File: src/design/rgbhsb_pkg.sv
// Shared widths, constants and codes for the RGB to hue/saturation/brightness converter.
package rgbhsb_pkg;

  // Divider datapath: quotient bits resolved one per stage
  localparam int DIV_Q_W    = 24;
  localparam int DIV_DEN_W  = 24;
  localparam int DIV_NUM_W  = DIV_Q_W + DIV_DEN_W;
  localparam int DIV_STEPS  = DIV_Q_W;
  localparam int CHAN_W     = 24;
  localparam int DIV_SIDE_W = CHAN_W + 4;

  localparam int CFG_W      = 10;
  localparam int CFG_IDX_W  = 2;
  localparam int HUE_W      = 16;
  localparam int SAT_W      = 17;
  localparam int HQ_W       = 13;
  localparam int PROD_W     = CHAN_W + HQ_W;

  localparam logic [CFG_IDX_W-1:0] CFG_RED_MAX   = 2'd0;
  localparam logic [CFG_IDX_W-1:0] CFG_GREEN_MAX = 2'd1;
  localparam logic [CFG_IDX_W-1:0] CFG_BLUE_MAX  = 2'd2;

  localparam logic [CFG_W-1:0]  CHAN_MAX_RESET = 10'd255;
  localparam logic [HQ_W-1:0]   HUE_SIXTY      = 13'd7680;
  localparam logic [HUE_W:0]    HUE_GREEN_OFS  = 17'd15360;
  localparam logic [HUE_W:0]    HUE_BLUE_OFS   = 17'd30720;
  localparam logic [HUE_W:0]    HUE_FULL       = 17'd46080;

  typedef enum logic [1:0] {
    BR_RED,
    BR_GREEN,
    BR_BLUE
  } branch_t;

endpackage

File: src/design/rgbhsb_div.sv
// Pipelined restoring divider: one quotient bit per register stage.
module rgbhsb_div import rgbhsb_pkg::*; (
  input  logic                  clk,
  input  logic                  rst,
  input  logic                  en,
  input  logic                  in_valid,
  input  logic [DIV_NUM_W-1:0]  dividend,
  input  logic [DIV_DEN_W-1:0]  divisor,
  input  logic [DIV_SIDE_W-1:0] side_in,
  output logic                  out_valid,
  output logic [DIV_Q_W-1:0]    quotient,
  output logic [DIV_SIDE_W-1:0] side_out
);

  logic [DIV_STEPS-1:0]  vld;
  logic [DIV_DEN_W-1:0]  rem      [DIV_STEPS];
  logic [DIV_Q_W-1:0]    shq      [DIV_STEPS];
  logic [DIV_DEN_W-1:0]  den      [DIV_STEPS];
  logic [DIV_SIDE_W-1:0] side     [DIV_STEPS];
  logic [DIV_DEN_W-1:0]  rem_next [DIV_STEPS];
  logic [DIV_Q_W-1:0]    shq_next [DIV_STEPS];

  genvar s;
  for (s = 0; s < DIV_STEPS; s++) begin : g_step
    logic [DIV_DEN_W-1:0]  r_in;
    logic [DIV_Q_W-1:0]    w_in;
    logic [DIV_DEN_W-1:0]  d_in;
    logic [DIV_SIDE_W-1:0] s_in;
    logic [DIV_DEN_W:0]    trial;
    logic                  ge;

    if (s == 0) begin : g_first
      assign r_in = dividend[DIV_NUM_W-1:DIV_Q_W];
      assign w_in = dividend[DIV_Q_W-1:0];
      assign d_in = divisor;
      assign s_in = side_in;
    end else begin : g_rest
      assign r_in = rem[s-1];
      assign w_in = shq[s-1];
      assign d_in = den[s-1];
      assign s_in = side[s-1];
    end

    // Bring down the next dividend bit, subtract when it fits
    assign trial = {r_in, w_in[DIV_Q_W-1]};
    assign ge    = trial >= {1'b0, d_in};
    assign rem_next[s] = ge ? DIV_DEN_W'(trial - {1'b0, d_in}) : trial[DIV_DEN_W-1:0];
    assign shq_next[s] = {w_in[DIV_Q_W-2:0], ge};

    always_ff @(posedge clk) begin
      if (en) begin
        rem[s]  <= rem_next[s];
        shq[s]  <= shq_next[s];
        den[s]  <= d_in;
        side[s] <= s_in;
      end
    end
  end

  always_ff @(posedge clk) begin
    if (rst) begin
      vld <= '0;
    end else if (en) begin
      vld <= {vld[DIV_STEPS-2:0], in_valid};
    end
  end

  assign out_valid = vld[DIV_STEPS-1];
  assign quotient  = shq[DIV_STEPS-1];
  assign side_out  = side[DIV_STEPS-1];

endmodule

File: config.mk
export PLATFORM = sky130hd
export DESIGN_NAME = rgbhsb_div
export DESIGN_NICKNAME = d
export VERILOG_FILES = /design/src/design/rgbhsb_pkg.sv /design/src/design/rgbhsb_div.sv
export SDC_FILE = /design/constraint.sdc
export NUM_CORES = 2
export LEC_CHECK = 0
export BUFFER_PORTS_ARGS = -buffer_cell sky130_fd_sc_hd__buf_2
export CAP_MARGIN = 20
export CELL_PAD_IN_SITES_DETAIL_PLACEMENT = 1
export CELL_PAD_IN_SITES_GLOBAL_PLACEMENT = 1
export CORE_ASPECT_RATIO = 1.75
export CORE_MARGIN = 5
export CORE_UTILIZATION = 30
export DETAILED_ROUTE_END_ITERATION = 8
export GPL_ROUTABILITY_DRIVEN = 0
export PLACE_DENSITY_LB_ADDON = 0.3
export SETUP_SLACK_MARGIN = 0.05
export SLEW_MARGIN = 20
export SYNTH_ARGS = -nofsm -noshare
export SYNTH_HDL_FRONTEND = slang
export SYNTH_SLANG_ARGS = --single-unit
File: constraint.sdc
create_clock -name clk -period 4.2 [get_ports clk]
set_input_delay 0.42 -clock clk [delete_from_list [all_inputs] [get_ports clk]]
set_output_delay 0.42 -clock clk [all_outputs]
set_load 0.01 [all_outputs]
## Word-level counts from Yosys, hierarchy flattened

Memory sizes are Yosys's and may differ from the RTL's.
Index checks and enable logic that the tools add are counted.

- Bits in registers: 24
- Bits in writable memories: 2400
- Input port bits: 104
- Word-level logic and storage cells: 79
- Memories: 4

Memory list:

| name | depth | bits a word | read ports | clocked after memory_dff | write ports | line | text |
|---|---|---|---|---|---|---|---|
| side | 24 | 28 | 24 | 0 | 24 | rgbhsb_div.sv:19 | `logic [DIV_SIDE_W-1:0] side [DIV_STEPS];` |
| den | 24 | 24 | 23 | 0 | 24 | rgbhsb_div.sv:18 | `logic [DIV_DEN_W-1:0] den [DIV_STEPS];` |
| rem | 24 | 24 | 23 | 0 | 24 | rgbhsb_div.sv:16 | `logic [DIV_DEN_W-1:0] rem [DIV_STEPS];` |
| shq | 24 | 24 | 24 | 0 | 24 | rgbhsb_div.sv:17 | `logic [DIV_Q_W-1:0] shq [DIV_STEPS];` |

- Add/subtract/negate cells: 24
- $lt $le $gt $ge: 24
- Multiplexer cells: 26

Operators by type and width:

| kind | count |
|---|---|
| $ge 25x24->1 | 24 |
| $mux 24 | 24 |
| $sub 24x24->24 | 24 |
| $mux 1 | 2 |

## Longest topological paths before layout

- Word-level depth: 2
- Depth in mapped cells: 15
- Gate-level depth less buffers: 13

## Least setup slack after synthesis

No wires, ideal clock.

- Path type: reg2reg
- Start: mem rem[20][13], in the netlist rem[2][109]
- End: mem rem[21][5], in the netlist rem[2][125] (data pin)
- Arrival: 2846 ps
- Data required time: 3940 ps
- Setup slack: 1094 ps
- Cell stages (with the launch flop): 13
- Buffers on the path: 2
- Path through: edfxtp_1 ha_1 buf_2 a21o_1 a21o_1 a221oi_2 nand3_1 a211o_1 o21ai_1 nand2_1 a211o_1 buf_6 mux2_4

RTL lines:

| element | line |
|---|---|
| start, declared | rgbhsb_div.sv:16 |

==> flow_summary.json <==
{
  "status": "finished clean",
  "setup_ws_ps": 127.7,
  "end_kind": "flop",
  "cts_root_buf": "clkbuf_16",
  "arrival_ps": 4720,
  "die_h_um": 797.0,
  "fin_crit_sh_pct": 96.96,
  "synth-edff-count": 2352,
  "reg2reg_to": "rem[1][175]",
  "clock_latency_ps": 910,
  "async_flop_share_pct": 0,
  "multi_input_area_um2": 31850,
  "setup_tns_ps": 0,
  "antenna_left": 0,
  "synth_cell_type_count": 93,
  "htreeDepth": 4,
  "grt_max_degree": 159,
  "clockBufferDepth": 4,
  "ys_seq_area_share_pct": 66.97,
  "drc_errors": 0,
  "maxCapViolCount": 0,
  "wirelength_mm": 240.2,
  "cts-buffers-inserted": 243,
  "hp-start": "dividend[47]",
  "nets": 8880,
  "timing.rr.start": "rem[1][153]",
  "timing.fmax_mhz": 245.6,
  "start_kind": "flop",
  "crit_start": "rem[1][153]",
  "ios": 157,
  "first_iter_violations": 2467,
  "p_per_area_nw_per_um2": 724.2,
  "p_leak_nw": 47.38,
  "via_per_inst": 4.678,
  "power.share.sequential_pct": 38.3,
  "finalCriticalPeriod_ps": 4072,
  "final-setup-viol-count": 0,
  "detail_route.wl_per_cell_um": 18.42,
  "p_clk_share_pct": 24.9,
  "worst_pin_slew_ps": 1169,
  "maxSlewViolCount": 0,
  "syn_area_um2": 106200,
  "critical_path_required_ps": 4850,
  "switching_power_w": 0.02978,
  "place_area_um2": 114000,
  "dp_slack_ps": 78.34,
  "crit_type": "flop to flop",
  "die_w_um": 459.7,
  "num_rows": 289,
  "avgSynthCellArea_um2": 13.90,
  "final_cell_mix": "2352 x edfxtp_1, 720 x inv_1, 576 x ha_1",
  "hp-class": "input pin to flop",
  "intPower_w": 0.05944,
  "clkTransAtPathRegs_ps": 60,
  "synth_fp_nets": 8341,
  "design.die.area_um2": 366400,
  "rsz0062_at_grt": "no",
  "core-area_um2": 353300,
  "grt_pass1_wl_mm": 370.9,
  "switching_share_pct": 33.38,
  "area_growth_pct": 16.02,
  "final_core_util_pct": 34.87,
  "hpwl_mm": 176.7,
  "fillCellCount": 36790,
  "slew_headroom_pct": 21.36,
  "antenna_found_initial": 6,
  "cts_tree": "yes",
  "vias": 61020,
  "stdcell_area_um2": 123200,
  "firstDrtPassIters": 5,
  "reg2regPathDepth": 7,
  "r2r_slack_ps": 130,
  "io_buffers": 156,
  "postSynthCellCount": 7638,
  "grt_pass1_vias": 68360,
  "drive_gt1_share_pct": 11.95,
  "p_comb_share_pct": 36.8,
  "start_util_pct": 30.05,
  "finalHoldViolCount": 0,
  "ys.flop_type": "edfxtp_1",
  "grt_use_total_pct": 12.82,
  "ys_warn_count": 0,
  "finalClockSkew_ps": 48.99,
  "crit_path_end": "rem[1][175]",
  "peakVddDrop_v": 0.0003841,
  "globalRouteOverflowTotal": 0,
  "cts.sinks": 2376,
  "ys_seq_elements": 2376,
  "path_max_fanout": 29,
  "final_common_cell": "edfxtp_1",
  "final-seq-area_um2": 71110,
  "total_power_w": 0.08922
}
Yosys cell counts (12+ instances only):
master / number / area [um2]
a21o_1: 247 / 1854
buf_2: 40 / 200.2
o211ai_1: 28 / 210.2
and2_1: 21 / 131.4
fa_1: 23 / 460.4
and3_1: 41 / 256.5
inv_1: 720 / 2703
o31ai_1: 37 / 277.8
nor4_1: 19 / 118.9
or3_1: 24 / 150.1
a211o_1: 25 / 219.0
o21ai_0: 359 / 1797
or2_2: 26 / 162.7
a31oi_1: 45 / 281.5
nor2_1: 423 / 1588
nand2b_1: 70 / 437.9
edfxtp_1: 2352 / 70630
clkbuf_1: 79 / 296.5
a21oi_1: 537 / 2688
o21bai_1: 48 / 360.4
xnor2_1: 268 / 2347
o21ai_1: 16 / 80.08
a211oi_1: 36 / 270.3
nor2b_1: 81 / 506.7
nand4_1: 84 / 525.5
o31a_1: 25 / 219.0
nand3_1: 128 / 640.6
a31o_2: 20 / 175.2
nor3_1: 86 / 430.4
mux2_4: 12 / 180.2
mux2_2: 211 / 2376
ha_1: 576 / 7207
xor2_1: 179 / 1568
mux2i_1: 40 / 400.4
nand2_1: 405 / 1520
dfxtp_1: 24 / 480.5
a21boi_0: 19 / 142.6
o21a_1: 83 / 623.1
metrics by stage:
stage | instances | hold WS (ps)
after floorplan | 7638 | 400.3
after global placement | 12490 | 400.4
after detailed placement | 12490 | 405.2
after CTS | 13030 | 29.98
after global routing | 13040 | 126.5
final | 13040 | 159.8
worst min path at each step:
stage	endpoint	cells after the start
after floorplan	shq[0][100]	0
after global placement	shq[0][100]	0
after detailed placement	shq[0][156]	0
after CTS	rem[0][23]	5
after global routing	rem[0][23]	5
final	rem[0][23]	5
logic make-up (layout without fill, tap and decap cells):
logic type | after synthesis | after routing | synth area share [%]
AO/OA/AOI/OAI | 1656 | 1656 | 9.839
XOR/XNOR | 447 | 447 | 3.687
adder cells (fa/ha/maj) | 599 | 599 | 7.221
buffers and inverters | 856 | 1589 | 3.135
flip-flops | 2376 | 2376 | 66.97
multiplexers | 263 | 263 | 2.785
other | 0 | 17 | 0
AND/OR/NAND/NOR | 1441 | 1441 | 6.361
repair_timing:
item | in CTS | in global routing
gates resized for setup | 0 | 1
endpoints found under the setup margin | 0 | 6
endpoints found under the hold margin | 129 | 0
setup buffers | 0 | 0
hold buffers | 103 | 0
power by group through the flow:
stage          combinational (W)  sequential, W  clock, W
3_5_place_dp              0.0328         0.0347         0
5_1_grt                   0.0361         0.0346    0.0242
4_1_cts                   0.0331         0.0342    0.0233
3_3_place_gp              0.0316         0.0346         0
6_report                  0.0328         0.0342    0.0222
2_1_floorplan             0.0235         0.0339         0
per-layer routing:
metal	vias up	global-route usage (%)	share of wire, %
li1	29390	-	-
met1	30110	9.928	29
met2	841	27.93	61
met3	676	1.693	2.6
met4	0	8.419	7.4
met5	-	0	0
state kept, by name (all words and copies together) (netlist names):
name and count:
side 672, shq 576, den 552, rem 552, vld 24
area by class of cell:
cell class,instances,share of cell area (%)
clock inverters,164,1.462
inverters,721,2.197
well taps,4656,4.729
repair buffers,429,2.915
flip-flops and latches,2376,57.72
clock buffers,275,5.085
multi-input cells,4406,25.85
diodes,17,0.03453
worst max-delay path, cell delays in order, from the launching register on:
cell and delay (ps):
edfxtp_1 390, ha_1 450, nand4_1 460, or3_1 480, o41ai_1 630, nor4_1 180, a21oi_4 770, mux2_2 420
Note: power is estimated with default switching activity, not from simulation.
